$ cat src/sv/cfq_pkg.sv
// ============================================================================
// cfq_pkg - shared types and constants of the CSV field quoting encoder
// Holds byte codes, register indexes and the status bundle that the field
// buffer hands to the emit sequencer.
// ============================================================================
`timescale 1ns / 1ps

package cfq_pkg;

  // Default field buffer depth
  localparam int unsigned FieldMaxDef = 30;

  // Fixed byte codes
  localparam logic [7:0] ChCr = 8'h0D;
  localparam logic [7:0] ChLf = 8'h0A;

  // Register reset values
  localparam logic [7:0] QuoteCharRst = 8'd34;
  localparam logic [7:0] DelimCharRst = 8'd44;

  // Register indexes (word address)
  localparam logic [1:0] RegQuoteChar = 2'd0;
  localparam logic [1:0] RegDelimChar = 2'd1;
  localparam logic [1:0] RegQuoteAll  = 2'd2;

  // Buffer status: flags that travel with the stored field
  typedef struct packed {
    logic needs_quoting;
    logic overflowed;
    logic empty;
  } buf_status_t;

endpackage

$ cat src/sv/cfq_buffer.sv
// ============================================================================
// cfq_buffer - field byte store with length count and quoting check
// Keeps up to FIELD_MAX bytes of the open field, compares each kept byte
// against quote, delimiter, CR and LF, and flags bytes dropped on overflow.
// ============================================================================
`timescale 1ns / 1ps

module cfq_buffer
  import cfq_pkg::*;
#(
  parameter int unsigned FIELD_MAX = FieldMaxDef,
  localparam int unsigned LenW = $clog2(FIELD_MAX + 1),
  localparam int unsigned IdxW = (FIELD_MAX > 1) ? $clog2(FIELD_MAX) : 1
) (
  input  logic            clk_i,
  input  logic            rst_ni,
  input  logic            wr_en_i,
  input  logic [7:0]      wr_byte_i,
  input  logic            clr_i,
  input  logic [7:0]      quote_char_i,
  input  logic [7:0]      delim_char_i,
  input  logic [IdxW-1:0] rd_idx_i,
  output logic [7:0]      rd_byte_o,
  output logic [LenW-1:0] len_o,
  output buf_status_t     status_o
);

  logic [7:0]      store_q [FIELD_MAX];
  logic [LenW-1:0] len_q, len_d;
  logic            nq_q, nq_d;
  logic            ovf_q, ovf_d;
  logic            room;
  logic            special;

  assign room    = (len_q < LenW'(FIELD_MAX));
  assign special = (wr_byte_i == quote_char_i) || (wr_byte_i == delim_char_i) ||
                   (wr_byte_i == ChCr) || (wr_byte_i == ChLf);

  // Next length and flags: clear when the field is finished, else take a byte
  always_comb begin
    len_d = len_q;
    nq_d  = nq_q;
    ovf_d = ovf_q;
    if (clr_i) begin
      len_d = '0;
      nq_d  = 1'b0;
      ovf_d = 1'b0;
    end else if (wr_en_i) begin
      if (room) begin
        len_d = len_q + LenW'(1);
        nq_d  = nq_q | special;
      end else begin
        ovf_d = 1'b1;
      end
    end
  end

  always_ff @(posedge clk_i or negedge rst_ni) begin
    if (!rst_ni) begin
      len_q <= '0;
      nq_q  <= 1'b0;
      ovf_q <= 1'b0;
    end else begin
      len_q <= len_d;
      nq_q  <= nq_d;
      ovf_q <= ovf_d;
    end
  end

  // Store the byte at the fill position
  always_ff @(posedge clk_i) begin
    if (wr_en_i && !clr_i && room) begin
      store_q[len_q[IdxW-1:0]] <= wr_byte_i;
    end
  end

  assign rd_byte_o              = store_q[rd_idx_i];
  assign len_o                  = len_q;
  assign status_o.needs_quoting = nq_q;
  assign status_o.overflowed    = ovf_q;
  assign status_o.empty         = (len_q == '0);

endmodule

$ cat src/sv/cfq_emitter.sv
// ============================================================================
// cfq_emitter - emit sequencer with output register
// Walks the stored field through a single quote compare, one byte a cycle
// while output is free; adds enclosing and doubled quotes, separator bytes.
// ============================================================================
`timescale 1ns / 1ps

module cfq_emitter
  import cfq_pkg::*;
#(
  parameter int unsigned FIELD_MAX = FieldMaxDef,
  localparam int unsigned LenW = $clog2(FIELD_MAX + 1),
  localparam int unsigned IdxW = (FIELD_MAX > 1) ? $clog2(FIELD_MAX) : 1
) (
  input  logic            clk_i,
  input  logic            rst_ni,
  input  logic            start_i,
  input  logic            eor_i,
  input  logic            eot_i,
  output logic            idle_o,
  input  logic [7:0]      quote_char_i,
  input  logic [7:0]      delim_char_i,
  input  logic            quote_all_i,
  input  buf_status_t     status_i,
  input  logic [LenW-1:0] len_i,
  input  logic [7:0]      rd_byte_i,
  output logic [IdxW-1:0] rd_idx_o,
  output logic            clr_o,
  output logic            out_valid_o,
  input  logic            out_ready_i,
  output logic [7:0]      out_byte_o,
  output logic            out_last_o,
  output logic            out_trunc_o
);

  typedef enum logic [2:0] {
    StIdle, StStart, StOpen, StBody, StClose, StSep, StLf
  } state_e;

  state_e          state_q, state_d;
  logic [LenW-1:0] idx_q, idx_d;
  logic            dbl_q, dbl_d;
  logic            quoted_q, quoted_d;
  logic            eor_q, eor_d;
  logic            eot_q, eot_d;
  logic            ov_q, ov_d;
  logic [7:0]      ob_q, ob_d;
  logic            ol_q, ol_d;
  logic            ot_q, ot_d;
  logic            slot_free;
  logic            emit;
  logic [7:0]      emit_byte;
  state_e          sep_state;
  state_e          after_body;
  state_e          first_state;
  logic            is_quote;

  assign slot_free = !ov_q || out_ready_i;
  assign is_quote  = (rd_byte_i == quote_char_i);

  // Routing into the field and after the field body
  always_comb begin
    if (!eor_q) begin
      sep_state = StSep;
    end else if (!eot_q) begin
      sep_state = StSep;
    end else begin
      sep_state = StIdle;
    end
    after_body = quoted_q ? StClose : sep_state;
    if (quote_all_i || status_i.needs_quoting) begin
      first_state = StOpen;
    end else if (!status_i.empty) begin
      first_state = StBody;
    end else begin
      first_state = sep_state;
    end
  end

  // Sequencer: pick the next byte and the next step
  always_comb begin
    state_d   = state_q;
    idx_d     = idx_q;
    dbl_d     = dbl_q;
    quoted_d  = quoted_q;
    eor_d     = eor_q;
    eot_d     = eot_q;
    emit      = 1'b0;
    emit_byte = quote_char_i;
    clr_o     = 1'b0;
    case (state_q)
      StIdle: begin
        if (start_i) begin
          eor_d   = eor_i;
          eot_d   = eot_i & eor_i;
          state_d = StStart;
        end
      end
      StStart: begin
        quoted_d = quote_all_i | status_i.needs_quoting;
        idx_d    = '0;
        dbl_d    = 1'b0;
        state_d  = first_state;
        if (first_state == StIdle) begin
          clr_o = 1'b1;
        end
      end
      StOpen: begin
        if (slot_free) begin
          emit    = 1'b1;
          state_d = status_i.empty ? StClose : StBody;
        end
      end
      StBody: begin
        if (slot_free) begin
          emit = 1'b1;
          if (quoted_q && is_quote && !dbl_q) begin
            dbl_d = 1'b1;
          end else begin
            emit_byte = rd_byte_i;
            dbl_d     = 1'b0;
            idx_d     = idx_q + LenW'(1);
            if (idx_d == len_i) begin
              state_d = after_body;
            end
          end
        end
      end
      StClose: begin
        if (slot_free) begin
          emit    = 1'b1;
          state_d = sep_state;
        end
      end
      StSep: begin
        if (slot_free) begin
          emit      = 1'b1;
          emit_byte = !eor_q ? delim_char_i : ChCr;
          state_d   = !eor_q ? StIdle : StLf;
        end
      end
      StLf: begin
        if (slot_free) begin
          emit      = 1'b1;
          emit_byte = ChLf;
          state_d   = StIdle;
        end
      end
      default: begin
        state_d = StIdle;
      end
    endcase
    if (emit && state_d == StIdle) begin
      clr_o = 1'b1;
    end
  end

  // Output register: load on emit, drop once taken
  always_comb begin
    ov_d = ov_q;
    ob_d = ob_q;
    ol_d = ol_q;
    ot_d = ot_q;
    if (emit) begin
      ov_d = 1'b1;
      ob_d = emit_byte;
      ol_d = (state_d == StIdle);
      ot_d = status_i.overflowed;
    end else if (out_ready_i) begin
      ov_d = 1'b0;
    end
  end

  // Hold state and registered outputs
  always_ff @(posedge clk_i or negedge rst_ni) begin
    if (!rst_ni) begin
      state_q  <= StIdle;
      idx_q    <= '0;
      dbl_q    <= 1'b0;
      quoted_q <= 1'b0;
      eor_q    <= 1'b0;
      eot_q    <= 1'b0;
      ov_q     <= 1'b0;
      ob_q     <= '0;
      ol_q     <= 1'b0;
      ot_q     <= 1'b0;
    end else begin
      state_q  <= state_d;
      idx_q    <= idx_d;
      dbl_q    <= dbl_d;
      quoted_q <= quoted_d;
      eor_q    <= eor_d;
      eot_q    <= eot_d;
      ov_q     <= ov_d;
      ob_q     <= ob_d;
      ol_q     <= ol_d;
      ot_q     <= ot_d;
    end
  end

  assign idle_o      = (state_q == StIdle);
  assign rd_idx_o    = idx_q[IdxW-1:0];
  assign out_valid_o = ov_q;
  assign out_byte_o  = ob_q;
  assign out_last_o  = ol_q;
  assign out_trunc_o = ot_q;

endmodule

$ cat src/sv/csv_field_quoting_encoder.sv
// Sequence: an item without field end is taken while idle; a field end is accepted,
//   then a decision step picks the first byte, then each byte is emitted in turn.
// Bytes per field: N raw, or N + quotes_in_field + 2 when quoted, plus separator if any.
// Throughput: one emitted byte per cycle while the output is taken; input is not ready during emission.
// Reset: rst_ni asynchronous active low; clears length, flags, sequencer and
//   output valid; registers return to quote 34, delimiter 44, no quote-all.
// ============================================================================
// csv_field_quoting_encoder - CSV field escaping encoder
// Buffers one field, then emits it raw or quoted with doubled inner quotes,
// followed by the delimiter or CR LF, or by nothing at table end.
// ============================================================================
`timescale 1ns / 1ps

module csv_field_quoting_encoder
  import cfq_pkg::*;
#(
  parameter int unsigned FIELD_MAX = FieldMaxDef
) (
  input  logic        clk_i,
  input  logic        rst_ni,
  // APB configuration port
  input  logic        psel,
  input  logic        penable,
  input  logic        pwrite,
  input  logic [3:0]  paddr,
  input  logic [31:0] pwdata,
  output logic [31:0] prdata,
  output logic        pready,
  // Input stream
  input  logic        s_axis_tvalid,
  output logic        s_axis_tready,
  input  logic [7:0]  s_axis_tdata,   // [7:0] data_byte
  input  logic        s_axis_tlast,   // end_of_field
  input  logic [2:0]  s_axis_tuser,   // [0] has_byte, [1] end_of_row, [2] end_of_table
  // Output stream
  output logic        m_axis_tvalid,
  input  logic        m_axis_tready,
  output logic [7:0]  m_axis_tdata,   // [7:0] out_byte
  output logic        m_axis_tlast,   // last_of_burst
  output logic        m_axis_tuser    // [0] field_truncated
);

  localparam int unsigned LenW = $clog2(FIELD_MAX + 1);
  localparam int unsigned IdxW = (FIELD_MAX > 1) ? $clog2(FIELD_MAX) : 1;

  logic [7:0]      quote_char_q;
  logic [7:0]      delim_char_q;
  logic            quote_all_q;
  logic            cfg_wr;
  logic            in_acc;
  logic            idle;
  logic            clr;
  logic [IdxW-1:0] rd_idx;
  logic [7:0]      rd_byte;
  logic [LenW-1:0] len;
  buf_status_t     status;

  // Configuration registers
  assign pready = 1'b1;
  assign cfg_wr = psel && penable && pwrite;

  always_ff @(posedge clk_i or negedge rst_ni) begin
    if (!rst_ni) begin
      quote_char_q <= QuoteCharRst;
      delim_char_q <= DelimCharRst;
      quote_all_q  <= 1'b0;
    end else if (cfg_wr) begin
      case (paddr[3:2])
        RegQuoteChar: quote_char_q <= pwdata[7:0];
        RegDelimChar: delim_char_q <= pwdata[7:0];
        RegQuoteAll:  quote_all_q  <= pwdata[0];
        default: ;
      endcase
    end
  end

  always_comb begin
    case (paddr[3:2])
      RegQuoteChar: prdata = {24'd0, quote_char_q};
      RegDelimChar: prdata = {24'd0, delim_char_q};
      RegQuoteAll:  prdata = {31'd0, quote_all_q};
      default:      prdata = '0;
    endcase
  end

  // Accept items only while the sequencer is idle
  assign s_axis_tready = idle;
  assign in_acc        = s_axis_tvalid && idle;

  cfq_buffer #(
    .FIELD_MAX(FIELD_MAX)
  ) u_buffer (
    .clk_i       (clk_i),
    .rst_ni      (rst_ni),
    .wr_en_i     (in_acc && s_axis_tuser[0]),
    .wr_byte_i   (s_axis_tdata),
    .clr_i       (clr),
    .quote_char_i(quote_char_q),
    .delim_char_i(delim_char_q),
    .rd_idx_i    (rd_idx),
    .rd_byte_o   (rd_byte),
    .len_o       (len),
    .status_o    (status)
  );

  cfq_emitter #(
    .FIELD_MAX(FIELD_MAX)
  ) u_emitter (
    .clk_i       (clk_i),
    .rst_ni      (rst_ni),
    .start_i     (in_acc && s_axis_tlast),
    .eor_i       (s_axis_tuser[1]),
    .eot_i       (s_axis_tuser[2]),
    .idle_o      (idle),
    .quote_char_i(quote_char_q),
    .delim_char_i(delim_char_q),
    .quote_all_i (quote_all_q),
    .status_i    (status),
    .len_i       (len),
    .rd_byte_i   (rd_byte),
    .rd_idx_o    (rd_idx),
    .clr_o       (clr),
    .out_valid_o (m_axis_tvalid),
    .out_ready_i (m_axis_tready),
    .out_byte_o  (m_axis_tdata),
    .out_last_o  (m_axis_tlast),
    .out_trunc_o (m_axis_tuser)
  );

endmodule

$ cat config.mk
export PLATFORM = sky130hd
export DESIGN_NAME = csv_field_quoting_encoder
export DESIGN_NICKNAME = d
export VERILOG_FILES = /design/src/sv/cfq_pkg.sv /design/src/sv/cfq_buffer.sv /design/src/sv/cfq_emitter.sv /design/src/sv/csv_field_quoting_encoder.sv
export SDC_FILE = /design/constraint.sdc
export NUM_CORES = 1
export LEC_CHECK = 0
export ABC_AREA = 1
export BUFFER_PORTS_ARGS = -buffer_cell sky130_fd_sc_hd__buf_2
export CAP_MARGIN = 40
export CORE_ASPECT_RATIO = 1.75
export CORE_MARGIN = 2
export CORE_UTILIZATION = 45
export DETAILED_ROUTE_END_ITERATION = 16
export PLACE_DENSITY_LB_ADDON = 0.08
export SLEW_MARGIN = 10
export SYNTH_ARGS = -nofsm -noshare
export SYNTH_HDL_FRONTEND = slang
export SYNTH_SLANG_ARGS = --single-unit
$ cat constraint.sdc
create_clock -name clk_i -period 6.7 [get_ports clk_i]
set_clock_uncertainty 0.1 [all_clocks]
set_input_delay 1.34 -clock clk_i [delete_from_list [all_inputs] [get_ports clk_i]]
set_output_delay 1.34 -clock clk_i [all_outputs]
set_load 0.02 [all_outputs]
Word level (Yosys, flattened, before mapping)
Memories as Yosys holds them, arrays and structs flattened.
Index checks and enable logic that the tools add are counted.
{"block": "totals", "register_bits": 47, "ramBits": 240, "input_bits": 55, "output_inout_bits": 45, "wordCells": 123, "mem_count": 1}
{"block": "classes", "n_addsub": 2, "n_lt_le_gt_ge": 1, "eq_ne": 17, "n_mux": 47, "bitwise_logic": 3, "reduce_logical": 36}
{"name": "u_buffer.store_q", "depth": 30, "word_bits": 8, "rd": 1, "rd_ports_with_merged_regs": 0, "wr": 1, "line": "cfq_buffer.sv:28", "text": "logic [7:0] store_q [FIELD_MAX];"}
{"op": "$pmux 8 s3", "count": 2}
{"op": "$mux 3", "count": 15}
{"op": "$mux 8", "count": 5}
{"op": "$mux 5", "count": 5}
{"op": "$eq 8x8->1", "count": 3}
{"op": "$pmux 3 s7", "count": 1}
{"op": "$mux 1", "count": 17}
{"op": "$eq 8x4->1 const B", "count": 2}
{"op": "$reduce_and 2->1", "count": 7}
{"op": "$add 5x1->5 const B", "count": 2}
{"op": "$logic_and 1x1->1", "count": 10}
{"op": "$pmux 5 s2", "count": 1}
{"op": "$eq 3x3->1 const B", "count": 3}
{"op": "$logic_not 3->1", "count": 3}
{"op": "$reduce_bool 2->1", "count": 4}
{"op": "$eq 3x2->1 const B", "count": 2}
{"op": "$eq 5x5->1", "count": 1}
{"op": "$logic_not 5->1", "count": 1}
{"op": "$logic_or 1x1->1", "count": 5}
{"op": "$lt 5x5->1 const B", "count": 1}
{"op": "$reduce_or 5->1", "count": 1}
{"op": "$ne 2x1->1 const B", "count": 2}
{"op": "$eq 3x1->1 const B", "count": 1}
{"op": "$logic_not 1->1", "count": 3}
{"op": "other kinds (8)", "count": 9}

Logic depth before layout (Yosys ltp)
{"block": "logic_depth", "depth_word": 15, "mapped_depth": 23, "ltp_nobuf": 22}

Hierarchy
From an unflattened synthesis, not the netlist that was laid out.
{"block": "hier_totals", "hier_cells": 1386, "hier_area_um2": 13379.1}
{"mod": "cfq_buffer", "instances": 1, "cells_per_inst": 979, "area_each_um2": 10577.6, "seq_area_each_um2": 7382.1}
{"mod": "cfq_emitter", "instances": 1, "cells_per_inst": 269, "area_each_um2": 1727.9, "seq_area_each_um2": 575.6}
{"mod": "csv_field_quoting_encoder", "instances": 1, "cells_per_inst": 138, "area_each_um2": 1073.5, "seq_area_each_um2": 431.7}

Least setup slack after synthesis
OpenSTA, ideal clock, no wires.
{"block": "synth_timing", "kind": "input port to output port", "start": "input port paddr[2]", "end": "output port prdata[0]", "t_arrival_ns": 2.123, "required_time_ns": 5.260, "setup_slack_ns": 3.137, "stages": 4, "path_buffers": 0, "cell_sequence": "inv_1 -> nor2_1 -> inv_1 -> o221ai_1"}
{"block": "synth_via", "elab_chain_cells": 2, "elab_cells_between_ends": 4, "classes_between": "eq/ne (2); mux (1); reduce/logical (1)"}
{"item": "start, declared", "line": "csv_field_quoting_encoder.sv:25", "text": "input logic [3:0] paddr,"}
{"item": "$eq 2x2->1 (tied with other cells)", "line": "csv_field_quoting_encoder.sv:78", "text": "case (paddr[3:2])"}
{"item": "$pmux 8 s3 *", "line": "csv_field_quoting_encoder.sv:78"}
{"item": "end, declared", "line": "csv_field_quoting_encoder.sv:27", "text": "output logic [31:0] prdata,"}
Mark *: on every way between the ends. The rest lies on a longest branch, timed or not.

Worst setup path after layout
{"block": "layout_timing", "start": "register u_emitter.idx_q[2], in the netlist u_emitter.rd_idx_o[2]", "end": "register u_buffer.len_q[3], in the netlist u_buffer.len_o[3]"}
{"block": "layout_via", "elab_chain_cells": 12, "elab_cells_between_ends": 17, "classes_between": "add/sub (1); eq/ne (2); mux (6); reduce/logical (7); memory (1)"}
{"item": "start, declared", "line": "cfq_emitter.sv:41", "text": "logic [LenW-1:0] idx_q, idx_d;"}
{"item": "start signal, assigned", "line": "cfq_emitter.sv:189", "text": "idx_q <= idx_d;"}
{"item": "$mem_v2 30x8"}
{"item": "$eq 8x8->1", "line": "cfq_emitter.sv:59", "text": "assign is_quote = (rd_byte_i == quote_char_i);"}
{"item": "$logic_and 1x1->1 (2 in series)", "line": "cfq_emitter.sv:117", "text": "if (quoted_q && is_quote && !dbl_q) begin"}
{"item": "$mux 3 *", "line": "cfq_emitter.sv:117"}
{"item": "$mux 3 *", "line": "cfq_emitter.sv:115", "text": "if (slot_free) begin"}
{"item": "$pmux 3 s7 *", "line": "cfq_emitter.sv:91", "text": "case (state_q)"}
{"item": "via u_emitter.state_d[2]", "line": "cfq_emitter.sv:40", "text": "state_e state_q, state_d;"}
{"item": "$logic_not 3->1 *", "line": "cfq_emitter.sv:153", "text": "if (emit && state_d == StIdle) begin"}
{"item": "$logic_and 1x1->1 *", "line": "cfq_emitter.sv:153"}
{"item": "$mux 1 *", "line": "cfq_emitter.sv:153"}
{"item": "$reduce_bool 2->1 (no source line)"}
{"item": "$reduce_and 2->1 (no source line)"}
{"item": "end signal, assigned", "line": "cfq_buffer.sv:64", "text": "len_q <= len_d;"}
{"item": "end, declared", "line": "cfq_buffer.sv:29", "text": "logic [LenW-1:0] len_q, len_d;"}
Mark *: on every way through the listed nets, which the timed path passes. The rest lies on a longest branch.
A chain may end at the register's enable or synchronous reset.

==> results.yml <==
power_and_ir_drop:
  p_total_mw: 4.570
  powerDensity_mw_per_mm2: 318.9
  p_leak_nw: 5.663
  ir_worst_vdd_mv: 0.2363
timing:
  tns_ns: 0
  rsz0062_at_grt: "false"
  drv_slew: 0
  finalCritPeriodShare_pct: 62.61
  fmax_mhz: 238.4
  period_minus_slack_ns: 4.195
  finalHoldViolCount: 0
  tightestPinTransition_ns: 0.8807
  whs_ns: 0.3635
  worst_slack_ns: 2.505
  timing.slew.headroom_pct: 41.07
  setup_viol: 0
setup_path:
  cp_max_fo: 36
  reg2reg_depth: 19
  crit_type: "register to register"
  r2r_slack_ns: 2.50
  cp_data_arrival_time_ns: 4.52
  reg2reg_to: "u_buffer.len_o[3]"
  reg2reg_from: "u_emitter.rd_idx_o[2]"
  cp.required_ns: 7.03
  end_kind: "register"
  start_kind: "register"
  crit_path_end: "u_buffer.len_o[3]"
  cp-startpoint: "u_emitter.rd_idx_o[2]"
synth:
  ys_seq_area_share_pct: 64.42
  ys_ff_latch: 287
  synth_most_common_cell: "nand2_1"
  syn_inst: 1302
  netlist_area_mm2: 0.01302
  syn_avg_cell_area_um2: 10.00
  synth_edf_count: 240
  yosysTopAreaCellShare_pct: 55.34
  synth.area.top_cells: "edfxtp_1 55%, nand2_1 12%, dfrtp_1 8.1%"
  yosysWarnings: 0
  synthDistinctLibCells: 41
  async_flop_share_pct: 16.38
  synth_common_cells: "431 x nand2_1, 240 x edfxtp_1, 176 x nand3_1, 85 x nor2_1, 61 x inv_1"
  synth_top_cell_by_area: "edfxtp_1"
  ys.flop_type: "edfxtp_1"
worst_hold_path:
  hold_class: "register to register"
cells_and_area:
  drive_gt1_share_pct: 9.124
  design_area_mm2: 0.01433
  fin_nets: 1399
  ff_latch_area_mm2: 0.008394
  final_cells: 1737
  fin_util_pct: 50.24
  antennaDiodeCount: 0
  fillers: 2702
  syn2layout_area_growth_pct: 10.04
  multi_input_area_mm2: 0.004021
grt:
  grt_pass1_wl_um: 55140
  antenna_found_initial: 0
  grt_usage_pct: 24.12
  grt_max_degree: 118
  grt_remaining_overflow: 0
  grt_pass1_vias: 9178
floorplan:
  die_x_um: 132.6
  ios: 100
  die_y_um: 229.0
  placementRows: 82
  dieArea_mm2: 0.03037
  start_util_pct: 45.66
  core_area_mm2: 0.02852
clocking:
  clk_pin_slew_worst_paths_ns: 0.06
  ctsResizeCount: 0
  cts_hold_buf: 0
  cts_max_level: 1
  cts_max_path_buffers: 3
  numClockSinks: 287
  cts_buffers: 26
  post_cts_buffers: 0
  cts_root_buf: "clkbuf_16"
  worstSkewPairLatency_ns: 0.54
  cts_tree: "built"
detailed_routing:
  detail_route.first_pass.iterations: 5
  antenna_left: 0
  top_layer: "met4"
  drt-met1-wl_um: 13180
  routedWlPerCell_um: 20.91
  routed_wl_um: 36320
  drc: 0
  drtIter0Drc: 627
  route.met2.wl_um: 19350
  routed_via_density: 5.367
  vias: 9322
  wl_met3_um: 1521
placed_design:
  port_buffers: 48
  gp_congestion: 0.9045
  pre_cts_slack_ns: 2.524
  dpl_cell_area_mm2: 0.01354
  place_inst: 1689
  hpwl_um: 23590
status:
  status: "finished, final reports clean"
job:
  drv_cap: 0
[metal layers]
| layer | vias to the layer above | GRT usage (%) |
|---|---|---|
| li1 | 4453 | - |
| met4 | 0 | 13.88 |
| met3 | 87 | 2.523 |
| met5 | - | 0 |
| met1 | 4508 | 26.28 |
| met2 | 274 | 44.88 |
[final cells by class]
cell class | instances | area share (%)
Sequential cell | 287 | 58.58
Multi-Input combinational cell | 892 | 28.06
Clock buffer | 33 | 4.872
Tap cell | 378 | 3.300
Timing Repair Buffer | 64 | 2.742
Inverter | 68 | 1.790
Clock inverter | 15 | 0.6548
[registers in the layout (all words and copies together), names as in the netlist]
register	cells
u_emitter.out_valid_o	1
u_buffer.len_o	5
delim_char_q	8
u_buffer.nq_q	1
u_buffer.store_q	240
u_emitter.out_trunc_o	1
u_emitter.rd_idx_o	5
u_buffer.ovf_q	1
u_emitter.dbl_q	1
u_emitter.out_last_o	1
u_emitter.state_q	3
u_emitter.quoted_q	1
quote_all_q	1
quote_char_q	8
u_emitter.out_byte_o	8
u_emitter.eot_q	1
u_emitter.eor_q	1
[worst min-delay path by stage]
stage,from,end,slack [ns],depth (start not counted)
after detailed placement,u_emitter.out_trunc_o,u_emitter.out_trunc_o,0.35,2
after global routing,u_emitter.out_byte_o[1],u_emitter.out_byte_o[1],0.40,1
after floorplan,u_buffer.ovf_q,u_emitter.out_trunc_o,0.35,2
final,u_emitter.out_trunc_o,u_emitter.out_trunc_o,0.36,2
after CTS,u_emitter.out_trunc_o,u_emitter.out_trunc_o,0.37,2
after global placement,u_emitter.out_trunc_o,u_emitter.out_trunc_o,0.35,2
[kinds of logic after synthesis]
kind of cell	count (synthesis)	share of synthesized area, %
adders and majority gates	5	0.4804
muxes	1	0.08647
other	2	0.05767
xor gates and xnor gates	20	1.345
and+or+nand+nor	725	23.23
DFF	287	64.42
AOI/OAI and AO/OA	116	5.015
buffers and inverters	146	5.361
[worst max-delay path, stage by stage, from the launching register on]
cell and delay, ns:
dfrtp_1 0.77, inv_2 0.55, nor2_2 0.80, a21oi_1 0.15, nand3_1 0.20, nand3_1 0.22, nand3_1 0.13, nand2_1 0.06
inv_1 0.05, nand2_1 0.04, nor2_1 0.12, nand3_2 0.15, nand2_4 0.14, inv_2 0.10, nand3_2 0.08, nand2_2 0.07
inv_2 0.06, nand2_2 0.09, nand2_2 0.13, nor2_1 0.06
[placed cells by master (no fill, tap or decap), types with 2 or more instances in the layout]
cell type | synthesis | layout
nand2_1 | 431 | 431
edfxtp_1 | 240 | 240
nand3_1 | 176 | 176
nor2_1 | 85 | 85
inv_1 | 61 | 61
o21ai_0 | 55 | 55
buf_2 | 24 | 48
dfrtp_1 | 42 | 40
a21oi_1 | 27 | 27
clkbuf_16 | 0 | 27
conb_1 | 2 | 25
xor2_1 | 15 | 15
buf_4 | 30 | 14
o211ai_1 | 10 | 10
clkinv_1 | 1 | 10
nor3_1 | 9 | 9
nand4_1 | 8 | 8
o22ai_1 | 8 | 8
clkbuf_1 | 20 | 6
inv_2 | 6 | 5
or2_2 | 5 | 5
xnor2_1 | 5 | 5
ha_1 | 5 | 5
dfstp_2 | 5 | 5
clkinv_2 | 0 | 4
o21ai_1 | 4 | 4
o21a_1 | 4 | 4
nand2_2 | 3 | 3
nor2_2 | 2 | 2
nand3_2 | 2 | 2
a31oi_1 | 2 | 2
nor4_1 | 2 | 2
clkinvlp_4 | 0 | 2
[power breakdown]
part,leakage (nW),total (mW),switching [mW],internal (mW)
clock network,0.380,1.43,0.653,0.774
registers,2.75,2.15,0.121,2.03
logic,2.53,0.995,0.701,0.293
Note: power is estimated with default switching activity, not from simulation.
